`config.mk`:
```
export PLATFORM = sky130hd
export DESIGN_NAME = psg_tone_noise_mixer_unit
export DESIGN_NICKNAME = d
export VERILOG_FILES = /design/src/design/psg_pkg.sv /design/src/design/psg_tone_gen.sv /design/src/design/psg_noise_gen.sv /design/src/design/psg_mixer.sv /design/src/design/psg_tone_noise_mixer_unit.sv
export SDC_FILE = /design/constraint.sdc
export NUM_CORES = 1
export LEC_CHECK = 0
export BUFFER_PORTS_ARGS = -buffer_cell sky130_fd_sc_hd__buf_2
export CELL_PAD_IN_SITES_DETAIL_PLACEMENT = 0
export CELL_PAD_IN_SITES_GLOBAL_PLACEMENT = 1
export CORE_UTILIZATION = 49
export CTS_CLUSTER_DIAMETER = 60
export CTS_CLUSTER_SIZE = 25
export DETAILED_ROUTE_END_ITERATION = 10
export HOLD_SLACK_MARGIN = 0.15
export PLACE_DENSITY = 0.9
export RECOVER_POWER = 25
export SETUP_SLACK_MARGIN = 0.2
export SLEW_MARGIN = 10
export SYNTH_ARGS = -nofsm -noshare
export SYNTH_HDL_FRONTEND = slang
export SYNTH_SLANG_ARGS = --single-unit
```
`constraint.sdc`:
```
create_clock -name aclk -period 8.8 [get_ports aclk]
set_clock_uncertainty 0.1 [all_clocks]
set_input_delay 0.44 -clock aclk [delete_from_list [all_inputs] [get_ports aclk]]
set_output_delay 0.44 -clock aclk [all_outputs]
set_load 0.05 [all_outputs]
```
`src/design/psg_pkg.sv`:
```
// ----------------------------------------------------------------------------
// psg_pkg
// Shared types, constants and the attenuation table for the tone/noise mixer.
// ----------------------------------------------------------------------------
`default_nettype none

package psg_pkg;

    localparam int TONE_W   = 10;
    localparam int ATTEN_W  = 4;
    localparam int LFSR_W   = 16;
    localparam int SAMPLE_W = 15;
    localparam int NUM_TONE = 3;
    localparam int NUM_CHAN = 4;

    // Latched channel code of the noise voice
    localparam logic [1:0] NOISE_CHAN = 2'd3;

    // Noise shift-rate codes
    localparam logic [1:0] RATE_16    = 2'd0;
    localparam logic [1:0] RATE_32    = 2'd1;
    localparam logic [1:0] RATE_64    = 2'd2;
    localparam logic [1:0] RATE_TONE2 = 2'd3;

    localparam logic [TONE_W-1:0]  NOISE_RELOAD_16 = 10'h010;
    localparam logic [TONE_W-1:0]  NOISE_RELOAD_32 = 10'h020;
    localparam logic [TONE_W-1:0]  NOISE_RELOAD_64 = 10'h040;
    localparam logic [LFSR_W-1:0]  NOISE_SEED      = 16'h8000;
    localparam logic [ATTEN_W-1:0] ATTEN_MUTE      = 4'hF;

    // Noise control register: bit 2 white, bits 1:0 rate
    typedef struct packed {
        logic       white;
        logic [1:0] rate;
    } noise_ctrl_t;

    typedef logic [ATTEN_W-1:0] atten_t;

    function automatic logic [SAMPLE_W-1:0] atten_level(input logic [ATTEN_W-1:0] att);
        logic [SAMPLE_W-1:0] lvl;
        unique case (att)
            4'd0:    lvl = 15'd32767;
            4'd1:    lvl = 15'd26028;
            4'd2:    lvl = 15'd20675;
            4'd3:    lvl = 15'd16422;
            4'd4:    lvl = 15'd13045;
            4'd5:    lvl = 15'd10362;
            4'd6:    lvl = 15'd8231;
            4'd7:    lvl = 15'd6568;
            4'd8:    lvl = 15'd5193;
            4'd9:    lvl = 15'd4125;
            4'd10:   lvl = 15'd3277;
            4'd11:   lvl = 15'd2603;
            4'd12:   lvl = 15'd2067;
            4'd13:   lvl = 15'd1642;
            4'd14:   lvl = 15'd1304;
            default: lvl = 15'd0;
        endcase
        return lvl;
    endfunction

endpackage

`default_nettype wire

```
`src/design/psg_tone_gen.sv`:
```
// ----------------------------------------------------------------------------
// psg_tone_gen
// One square-wave voice: down-counter with period reload and output toggle.
// ----------------------------------------------------------------------------
`default_nettype none

module psg_tone_gen
    import psg_pkg::*;
(
    input  wire logic              aclk,
    input  wire logic              aresetn,
    input  wire logic              tick_en,
    input  wire logic [TONE_W-1:0] period,
    output logic                   level_next
);

    logic [TONE_W-1:0] counter_reg, counter_next, counter_dec;
    logic              level_reg;

    always_comb begin
        counter_dec  = (counter_reg != '0) ? counter_reg - 1'b1 : counter_reg;
        counter_next = counter_reg;
        level_next   = level_reg;
        if (tick_en) begin
            counter_next = counter_dec;
            if (counter_dec == '0) begin
                counter_next = period;
                // zero period pins the output high
                level_next   = (period == '0) ? 1'b1 : ~level_reg;
            end
        end
    end

    always_ff @(posedge aclk) begin
        if (!aresetn) begin
            counter_reg <= '0;
            level_reg   <= 1'b0;
        end else begin
            counter_reg <= counter_next;
            level_reg   <= level_next;
        end
    end

endmodule

`default_nettype wire

```
`src/design/psg_noise_gen.sv`:
```
// ----------------------------------------------------------------------------
// psg_noise_gen
// Noise voice: rate counter and 16-bit LFSR, white or periodic feedback.
// ----------------------------------------------------------------------------
`default_nettype none

module psg_noise_gen
    import psg_pkg::*;
(
    input  wire logic              aclk,
    input  wire logic              aresetn,
    input  wire logic              tick_en,
    input  wire logic              lfsr_load,
    input  wire noise_ctrl_t       ctrl,
    input  wire logic [TONE_W-1:0] tone2_period,
    output logic                   level_next
);

    logic [TONE_W-1:0] counter_reg, counter_next, counter_dec, reload;
    logic [LFSR_W-1:0] lfsr_reg, lfsr_next;
    logic              level_reg;
    logic              feedback;

    always_comb begin
        unique case (ctrl.rate)
            RATE_16:    reload = NOISE_RELOAD_16;
            RATE_32:    reload = NOISE_RELOAD_32;
            RATE_64:    reload = NOISE_RELOAD_64;
            RATE_TONE2: reload = tone2_period;
            default:    reload = tone2_period;
        endcase
        feedback     = lfsr_reg[0] ^ (ctrl.white & lfsr_reg[3]);
        counter_dec  = (counter_reg != '0) ? counter_reg - 1'b1 : counter_reg;
        counter_next = counter_reg;
        lfsr_next    = lfsr_reg;
        level_next   = level_reg;
        if (lfsr_load) begin
            lfsr_next = NOISE_SEED;
        end else if (tick_en) begin
            counter_next = counter_dec;
            if (counter_dec == '0) begin
                counter_next = reload;
                lfsr_next    = {feedback, lfsr_reg[LFSR_W-1:1]};
                level_next   = lfsr_reg[0];
            end
        end
    end

    always_ff @(posedge aclk) begin
        if (!aresetn) begin
            counter_reg <= '0;
            lfsr_reg    <= '0;
            level_reg   <= 1'b0;
        end else begin
            counter_reg <= counter_next;
            lfsr_reg    <= lfsr_next;
            level_reg   <= level_next;
        end
    end

endmodule

`default_nettype wire

```
`src/design/psg_mixer.sv`:
```
// ----------------------------------------------------------------------------
// psg_mixer
// Gates each voice's table level by its output and averages the four.
// ----------------------------------------------------------------------------
`default_nettype none

module psg_mixer
    import psg_pkg::*;
(
    input  wire logic [NUM_CHAN-1:0] levels,
    input  wire atten_t              atten [NUM_CHAN],
    output logic [SAMPLE_W-1:0]      sample
);

    logic [SAMPLE_W+1:0] sum;

    always_comb begin
        sum = '0;
        for (int i = 0; i < NUM_CHAN; i++) begin
            if (levels[i]) begin
                sum = sum + {2'b00, atten_level(atten[i])};
            end
        end
        sample = sum[SAMPLE_W+1:2];
    end

endmodule

`default_nettype wire

```
`src/design/psg_tone_noise_mixer_unit.sv`:
```
// A tick transfer passes the input register, then updates the voice state and is
//   mixed into the result register.
// Throughput: 1 item per cycle while no tick waits on a stalled result; command bytes and ticks alike.
// A stalled result holds ticks in the input register; command bytes pass until a tick is held.
// Reset: aresetn synchronous, active low; all voices silent, attenuation muted,
//   LFSR zero until a noise-control write. s_ready rises after reset once run_reg is set.
// ----------------------------------------------------------------------------
// psg_tone_noise_mixer_unit
// Three square tone voices plus an LFSR noise voice, command decode and mix.
// ----------------------------------------------------------------------------
`default_nettype none

module psg_tone_noise_mixer_unit
    import psg_pkg::*;
(
    input  wire logic                aclk,
    input  wire logic                aresetn,
    // command / tick input
    input  wire logic                s_valid,
    output logic                     s_ready,
    input  wire logic                s_func,
    input  wire logic [7:0]          s_cmd_byte,
    // sample output
    output logic                     m_valid,
    input  wire logic                m_ready,
    output logic [SAMPLE_W-1:0]      m_mixed_sample
);

    // ------------------------------------------------------------------
    // Input register
    // ------------------------------------------------------------------
    logic       run_reg;
    logic       in_valid_reg;
    logic       in_func_reg;
    logic [7:0] in_byte_reg;
    logic       advance;
    logic       tick_en;
    logic       wr_en;

    // Output register
    logic                m_valid_reg;
    logic [SAMPLE_W-1:0] sample_reg;
    logic [SAMPLE_W-1:0] sample;

    // A command byte never needs the output; a tick needs a free result slot.
    assign advance = in_valid_reg & (~in_func_reg | ~m_valid_reg | m_ready);
    assign tick_en = advance & in_func_reg;
    assign wr_en   = advance & ~in_func_reg;
    assign s_ready = run_reg & (~in_valid_reg | advance);

    // ------------------------------------------------------------------
    // Register file: latch, tone periods, attenuation, noise control
    // ------------------------------------------------------------------
    logic [1:0]        latched_chan_reg;
    logic              latched_vol_reg;
    logic [TONE_W-1:0] period_reg [NUM_TONE];
    atten_t            atten_reg  [NUM_CHAN];
    noise_ctrl_t       noise_ctrl_reg;

    logic       is_latch;
    logic [1:0] wr_chan;
    logic       wr_vol;
    logic       lfsr_load;

    // A latch byte redirects the write in the same transfer.
    assign is_latch  = in_byte_reg[7];
    assign wr_chan   = is_latch ? in_byte_reg[6:5] : latched_chan_reg;
    assign wr_vol    = is_latch ? in_byte_reg[4]   : latched_vol_reg;
    assign lfsr_load = wr_en & ~wr_vol & (wr_chan == NOISE_CHAN);

    always_ff @(posedge aclk) begin
        if (!aresetn) begin
            run_reg          <= 1'b0;
            in_valid_reg     <= 1'b0;
            m_valid_reg      <= 1'b0;
            latched_chan_reg <= '0;
            latched_vol_reg  <= 1'b0;
            noise_ctrl_reg   <= '0;
            for (int i = 0; i < NUM_TONE; i++) begin
                period_reg[i] <= '0;
            end
            for (int i = 0; i < NUM_CHAN; i++) begin
                atten_reg[i] <= ATTEN_MUTE;
            end
        end else begin
            run_reg <= 1'b1;

            if (s_valid && s_ready) begin
                in_valid_reg <= 1'b1;
            end else if (advance) begin
                in_valid_reg <= 1'b0;
            end

            if (tick_en) begin
                m_valid_reg <= 1'b1;
            end else if (m_ready) begin
                m_valid_reg <= 1'b0;
            end

            if (wr_en) begin
                latched_chan_reg <= wr_chan;
                latched_vol_reg  <= wr_vol;
                if (wr_vol) begin
                    atten_reg[wr_chan] <= in_byte_reg[3:0];
                end else if (wr_chan == NOISE_CHAN) begin
                    noise_ctrl_reg <= noise_ctrl_t'(in_byte_reg[2:0]);
                end else if (is_latch) begin
                    period_reg[wr_chan] <= {period_reg[wr_chan][TONE_W-1:4], in_byte_reg[3:0]};
                end else begin
                    period_reg[wr_chan] <= {in_byte_reg[5:0], period_reg[wr_chan][3:0]};
                end
            end
        end
    end

    // Payload registers carry no reset
    always_ff @(posedge aclk) begin
        if (s_valid && s_ready) begin
            in_func_reg <= s_func;
            in_byte_reg <= s_cmd_byte;
        end
        if (tick_en) begin
            sample_reg <= sample;
        end
    end

    // ------------------------------------------------------------------
    // Voices: next levels feed the mixer in the same cycle as the tick
    // ------------------------------------------------------------------
    logic [NUM_CHAN-1:0] levels;

    for (genvar g = 0; g < NUM_TONE; g++) begin : g_tone
        psg_tone_gen u_tone (
            .aclk       (aclk),
            .aresetn    (aresetn),
            .tick_en    (tick_en),
            .period     (period_reg[g]),
            .level_next (levels[g])
        );
    end

    psg_noise_gen u_noise (
        .aclk         (aclk),
        .aresetn      (aresetn),
        .tick_en      (tick_en),
        .lfsr_load    (lfsr_load),
        .ctrl         (noise_ctrl_reg),
        .tone2_period (period_reg[2]),
        .level_next   (levels[NOISE_CHAN])
    );

    psg_mixer u_mixer (
        .levels (levels),
        .atten  (atten_reg),
        .sample (sample)
    );

    assign m_valid        = m_valid_reg;
    assign m_mixed_sample = sample_reg;

endmodule

`default_nettype wire

```
* Yosys cells after proc, flatten, opt, wreduce, memory -nomap -nowiden
Memories as Yosys holds them, arrays and structs flattened. A register that Yosys moved wholly into a read port is not among the register bits.
Index checks and enable logic that the tools add are counted.
** Storage, ports and cells
- Register bits :: 109
- Latch bits :: 0
- Bits in writable memories :: 30
- Bits in read-only memories :: 960
- Bits of input ports :: 13
- Output and inout port bits :: 17
- Memories :: 5
** Cells by class
- $add $sub $neg :: 7
- $mul :: 0
- Div/mod/pow operators :: 0
- Order comparisons :: 2
- Eq/ne operators :: 6
- Shift operators :: 0
- Mux-type cells :: 67
- Bitwise operators :: 23
- Reduce and logical (&&, ||, !) cells :: 27
** Memories
- (no name shown) :: depth 16, bits a word 15, rd ports 1, clocked after Yosys merged registers in 1, wr ports 0, RTL line psg_pkg.sv:41 : unique case (att)
- (no name shown) :: depth 16, bits a word 15, rd ports 1, clocked after Yosys merged registers in 1, wr ports 0, RTL line psg_pkg.sv:41
- (no name shown) :: depth 16, bits a word 15, rd ports 1, clocked after Yosys merged registers in 1, wr ports 0, RTL line psg_pkg.sv:41
- (no name shown) :: depth 16, bits a word 15, rd ports 1, clocked after Yosys merged registers in 1, wr ports 0, RTL line psg_pkg.sv:41
- period_reg :: depth 3, bits a word 10, rd ports 3, clocked after Yosys merged registers in 0, wr ports 3, RTL line psg_tone_noise_mixer_unit.sv:56 : logic [TONE_W-1:0] period_reg [NUM_TONE];
** Operators with widths (count)
- 10-bit 2-to-1 mux :: 9
- 10-bit logical NOT :: 7
- 15-bit 2-to-1 mux :: 4
- 17-bit 2-to-1 mux :: 3
- 16-bit 2-to-1 mux :: 3
- 4-bit 2-to-1 mux :: 10
- 10-bit case mux with 4 select lines :: 1
- 10-bit nonzero test :: 4
- 10-bit by 1-bit subtractor with 10-bit output (second input constant) :: 4
- 17-bit by 15-bit adder with 17-bit output :: 2
- 1-bit 2-to-1 mux :: 31
- 15-bit by 15-bit adder with 16-bit output :: 1
- 16-bit bitwise mux :: 1
- 2-bit AND reduction :: 6
- 10-bit OR reduction :: 1
- 1-bit NOT :: 9
- 4-bit demux with 2-bit select :: 1
- 2-bit nonzero test :: 4
- 1-bit AND :: 7
- 2-bit equality test (second input constant) :: 3
- 2-bit 2-to-1 mux :: 3
- 6-bit 2-to-1 mux :: 1
- 1-bit OR :: 5
- 3-bit greater-or-equal comparator (second input constant) :: 1
- other kinds (9) :: 11

* Depth between registers and ports, before layout
- Depth in word-level cells :: 13
- Gate-level depth with buffers :: 37
- Gate-level depth less buffers :: 36

* By module
A second synthesis with hierarchy kept.
** Second synthesis, totals
- Cell total of the unflattened synthesis :: 1360
- Area, all modules :: 11443.5 um2
** By module, submodules not included
- psg_mixer :: times used 1, cells an instance 577, area each 4096.4 um2, seq. area each 0.0 um2
- psg_tone_noise_mixer_unit :: times used 1, cells an instance 221, area each 2995.4 um2, seq. area each 2122.0 um2
- psg_tone_gen :: times used 3, cells an instance 121, area each 932.1 um2, seq. area each 220.2 um2
- psg_noise_gen :: times used 1, cells an instance 199, area each 1555.2 um2, seq. area each 540.5 um2

* Worst setup path after synthesis
OpenSTA, ideal clock, no wires.
- Kind :: flip-flop to flip-flop
- Start :: register g_tone[0].u_tone.counter_reg[0]
- End :: register sample_reg[14] (netlist: m_mixed_sample[14]), data pin
- Library setup time :: 0.266 ns
- Arrival time :: 6.631 ns
- Required time :: 8.434 ns
- Path slack :: 1.803 ns
- Cell stages (with the launch flop) :: 35
- Cell sequence :: dfxtp_1 inv_1 ha_1 or3b_2 o32a_1 o22a_1 nor4_2 mux2_4 clkbuf_1 and2_1 ha_1 inv_1 fa_1 nor2b_1 o21ai_0 a21boi_0 o21ai_0 a21oi_1 nor3_1 a21o_1 ha_1 o21a_1 a21o_1 a21oi_1 xnor2_1 mux2_2 ha_1 a21o_1 a21oi_1 nand2_1 nor2_1 a211oi_2 o31a_1 o21ai_2 xnor2_1
** On the way
- Cells in the longest elaborated chain, start to end :: 12
- Elaborated cells between the ends (all ways) :: 13
- Those cells by class :: 4 x add/sub; 7 x mux; 2 x reduce/logical
** Ends and longest elaborated chain
- from (decl) :: RTL line psg_tone_gen.sv:17 : logic [TONE_W-1:0] counter_reg, counter_next, counter_dec;
- from (signal assigned) :: RTL line psg_tone_gen.sv:39 : counter_reg <= counter_next;
- 10-bit by 1-bit subtractor with 10-bit output / 10-bit nonzero test (equally long branches) :: RTL line psg_tone_gen.sv:21 : counter_dec = (counter_reg != '0) ? counter_reg - 1'b1 : counter_reg;
- 10-bit 2-to-1 mux (*) :: RTL line psg_tone_gen.sv:21
- 10-bit logical NOT (*) :: RTL line psg_tone_gen.sv:26 : if (counter_dec == '0) begin
- 1-bit 2-to-1 mux (*) :: RTL line psg_tone_gen.sv:26
- 1-bit 2-to-1 mux (*) :: RTL line psg_tone_gen.sv:24 : if (tick_en) begin
- 15-bit 2-to-1 mux (*) :: RTL line psg_mixer.sv:20 : if (levels[i]) begin
- 15-bit by 15-bit adder with 16-bit output :: RTL line psg_mixer.sv:21 : sum = sum + {2'b00, atten_level(atten[i])};
- 17-bit 2-to-1 mux (*) :: RTL line psg_mixer.sv:20
- 17-bit by 15-bit adder with 17-bit output :: RTL line psg_mixer.sv:21
- 17-bit 2-to-1 mux (*) :: RTL line psg_mixer.sv:20
- 17-bit by 15-bit adder with 17-bit output :: RTL line psg_mixer.sv:21
- 17-bit 2-to-1 mux (*) :: RTL line psg_mixer.sv:20
- net sample[14] :: RTL line psg_tone_noise_mixer_unit.sv:43 : logic [SAMPLE_W-1:0] sample;
- to (signal assigned) :: RTL line psg_tone_noise_mixer_unit.sv:123 : sample_reg <= sample;
- to (decl) :: RTL line psg_tone_noise_mixer_unit.sv:42 : logic [SAMPLE_W-1:0] sample_reg;
Mark *: on every way through the listed nets, which the timed path passes. The rest lies on a longest branch.
A chain may end at the register's enable or synchronous reset.

* Final worst setup path
- Start :: register in_func_reg
- End :: register sample_reg[13] (netlist: m_mixed_sample[13]), data pin
** On the way
- Cells in the longest elaborated chain, start to end :: 13
- Elaborated cells between the ends (all ways) :: 20
- Those cells by class :: 3 x add/sub; 9 x mux; 8 x bitwise
** Ends and longest elaborated chain
- from (decl) :: RTL line psg_tone_noise_mixer_unit.sv:34 : logic in_func_reg;
- from (signal assigned) :: RTL line psg_tone_noise_mixer_unit.sv:119 : in_func_reg <= s_func;
- 1-bit NOT :: RTL line psg_tone_noise_mixer_unit.sv:46, psg_tone_noise_mixer_unit.sv:48
- 1-bit OR (2 in a row) :: RTL line psg_tone_noise_mixer_unit.sv:46 : assign advance = in_valid_reg & (~in_func_reg | ~m_valid_reg | m_ready);
- 1-bit AND :: RTL line psg_tone_noise_mixer_unit.sv:46
- 1-bit AND :: RTL line psg_tone_noise_mixer_unit.sv:47 : assign tick_en = advance & in_func_reg;
- 1-bit 2-to-1 mux :: RTL line psg_tone_gen.sv:24
- 15-bit 2-to-1 mux :: RTL line psg_mixer.sv:20
- 15-bit by 15-bit adder with 16-bit output :: RTL line psg_mixer.sv:21
- 17-bit 2-to-1 mux :: RTL line psg_mixer.sv:20
- 17-bit by 15-bit adder with 17-bit output :: RTL line psg_mixer.sv:21
- 17-bit 2-to-1 mux :: RTL line psg_mixer.sv:20
- 17-bit by 15-bit adder with 17-bit output :: RTL line psg_mixer.sv:21
- 17-bit 2-to-1 mux (*) :: RTL line psg_mixer.sv:20
- net sample[13] :: RTL line psg_tone_noise_mixer_unit.sv:43
Marked as above.

==> flow_summary_export.csv <==
group,metric,value,unit
yosys,async_flop_share,0,
yosys,yosys_warnings,0,
grt,grt_pass1_vias,8884,
die,die_h,157.9,um
detailed_routing,routedWlPerCell,15.74,um
yosys,seq_area_frac_synth,0.3797,
clocking,cts.sinks,199,
final_layout,utilization,0.5430,
worst_setup_path,critPathTopFamily,"compound AO/OA/AOI/OAI gates",
yosys,synthCells,1380,
die,rows,56,
timing,drv_slew,131,
yosys,synth_seq_cells,199,
grt,grt_pass1_wl,44.37,mm
yosys,synth_cell_types,89,
timing,rsz0062_at_grt,"false",
clocking,cts_tree,"built",
grt,grt_antenna_before_repair,0,
clocking,postCtsSetupRepairBufs,0,
yosys,synth.area.top_cells,"dfxtp_1, edfxtp_1, ha_1, nor2_1, a21oi_1",
hold_path,hold_depth,3,
yosys,ys.flop_type,"dfxtp_1",
final_layout,nets,1470,
worst_setup_path,crit_slowest_cell,"clkbuf_1",
power_and_ir_drop,power_per_cell_area,152.3,nW/um^2
yosys,synth_largest_area_cell,"dfxtp_1",
grt,gr-usage-all-layers,0.2249,
yosys,netlist_area,11920,um^2
worst_setup_path,critPathMaxStageDelay,1.30,ns
worst_setup_path,path_depth,27,
clocking,clkTransAtPathRegs,0.08,ns
clocking,cts_root_buffer,"clkbuf_16",
detailed_routing,drtIter0Drc,855,
grt,grt_max_degree,54,
worst_setup_path,path_class,"register to register",
timing,worstMarginPinSlew,2.630,ns
hold_path,hold_class,"input pin to register",
die,io-pin-count,30,
yosys,synth_edf_count,54,
detailed_routing,vias,9713,
detailed_routing,drt_pass1_iterations,5,
clocking,cts_made_buffers,17,
detailed_routing,drc,0,
clocking,clk_latency,0.44,ns
power_and_ir_drop,peakVddDrop,118.9,uV
worst_setup_path,crit_path_end_kind,"register",
worst_setup_path,cp-startpoint,"in_func_reg",
yosys,syn_nets,1475,
timing,min_period,7.761,ns
yosys,synth_top_area_frac,0.2436,
timing,relSlewSlack,-0.7536,
final_layout,area_delta_synth_final,7.928,%
power_and_ir_drop,power.leakage,5.203,nW
clocking,cts.path.max_buffers,2,
worst_setup_path,path_buf_inv,2,
timing,fin_crit_sh,0.8820,
final_layout,antenna_cells,0,
timing,setup_viol,0,
place,io_buffer_count,29,
die,fp.coreArea,23680,um^2
die,die_x,157.9,um
outcome,run_status,"complete, but fails checks",
yosys,syn_avg_cell_area,8.634,um^2
place,gp_congestion,0.8918,
timing,hold_viol,0,
timing,hold_slack,0.1776,ns
yosys,yosysMostFrequentCell,"nor2_1",
die,initial_core_util,0.5031,
timing,max_freq,0.1288,GHz
detailed_routing,avgViaCountPerCell,5.690,
worst_setup_path,r2r-start,"in_func_reg",
die,dieArea,24950,um^2
worst_setup_path,required,8.88,ns
final_layout,layout-drive-gt1-share,0.06772,
timing,tns,0,ns
worst_setup_path,critPathMaxFanout,35,
outcome,violations,"max-capacitance violations, max-slew violations",
place,hpwlAfterDp,19.09,mm
run,maxCapViolations,3,
worst_setup_path,cp.arrival,7.85,ns
worst_setup_path,start_kind,"register",
clocking,cts_max_level,4,
worst_setup_path,crit_top_cell,"o21ai_0",
detailed_routing,finalWirelength,26.87,mm
worst_setup_path,reg2reg_depth,27,
grt,grt_overflow,0,
yosys,synthTopCellsByCount,"nor2_1, dfxtp_1, nand2_1",
detailed_routing,postRouteAntennaNets,0,
hold_path,hold_start,"s_valid",
layout by cell type (no fill, tap or decap), types with 9 or more instances in the layout:
cell type,Yosys,routed
a31oi_1,17,17
nor3_1,31,31
o22ai_1,15,15
a21oi_1,103,103
o21ai_0,76,76
xnor2_1,25,25
and2_1,56,52
ha_1,80,80
dfxtp_1,145,145
nand2b_1,16,16
nor4_1,13,13
a22oi_1,12,12
dlygate4sd3_1,0,10
clkbuf_16,0,18
nor2_1,155,155
a21o_1,13,13
o21a_1,17,17
or3_1,12,12
clkbuf_1,56,23
nand2_1,131,131
buf_2,3,11
nor2b_1,9,9
inv_1,54,53
nand3_1,33,34
mux2i_1,49,49
or2_2,9,9
xor2_1,18,18
edfxtp_1,54,54
a211oi_1,19,19
path summary, 6_finish.rpt:
path / end / slack (ns)
max: m_mixed_sample[13] / 1.04
min: in_valid_reg / 0.18
max reg2reg: m_mixed_sample[13] / 1.04
min reg2reg: atten_reg[5] / 0.37
cells by family after synthesis:
| logic type | share of synthesized area |
|---|---|
| AOI/OAI and AO/OA | 0.1943 |
| xor gates and xnor gates | 0.03161 |
| adders and majority gates | 0.08821 |
| buffers and inverters | 0.04127 |
| DFF | 0.3797 |
| muxes | 0.05345 |
| and+or+nand+nor | 0.2115 |
layout make-up:
class	count	area, um^2
multi-input cells	1057	6894
fillers	2219	10820
well taps	319	399.1
clock buffers	20	457.9
flip-flops and latches	199	4524
inverters	55	206.4
repair buffers	45	256.5
clock inverters	12	121.4
per-layer routing:
layer,vias up,track usage,part of all wire
met3,24,0.02765,0.046
met1,4473,0.3168,0.49
met4,0,0.06456,0.012
li1,4919,-,-
met2,297,0.3606,0.45
met5,-,0,0
worst register-to-register path: cells and delay by family, from the launching register on:
kind	cells	cell delay, ns
AOI/OAI and AO/OA	14	3.21
buffers and inverters	2	1.36
adders and majority gates	3	0.93
and+or+nand+nor	5	0.86
DFF	1	0.43
muxes	1	0.31
xor gates and xnor gates	2	0.28
power by group:
| group | switching, mW | total [mW] | internal, mW |
|---|---|---|---|
| registers | 0.0196 | 0.973 | 0.954 |
| clock network | 0.383 | 0.778 | 0.395 |
| logic | 0.128 | 0.207 | 0.0793 |
| total | 0.530 | 1.96 | 1.43 |
stage by stage:
step | worst slack (ns) | power (mW) | std cells | cell area, um^2
4_1_cts | 1.168 | 1.969 | 1707 | 12900
5_1_grt | 0.3386 | 2.032 | 1707 | 12860
2_1_floorplan | 1.803 | 1.151 | 1380 | 11920
3_3_place_gp | 1.359 | 1.194 | 1665 | 12220
6_report | 1.039 | 1.958 | 1707 | 12860
3_5_place_dp | 1.203 | 1.195 | 1665 | 12220
repair_timing:
action,in CTS,in global routing
hold buffers,10,0
endpoints found under the hold margin,11,0
resized for setup,0,0
endpoints found under the setup margin,0,0
Note: power is estimated with default switching activity, not from simulation.
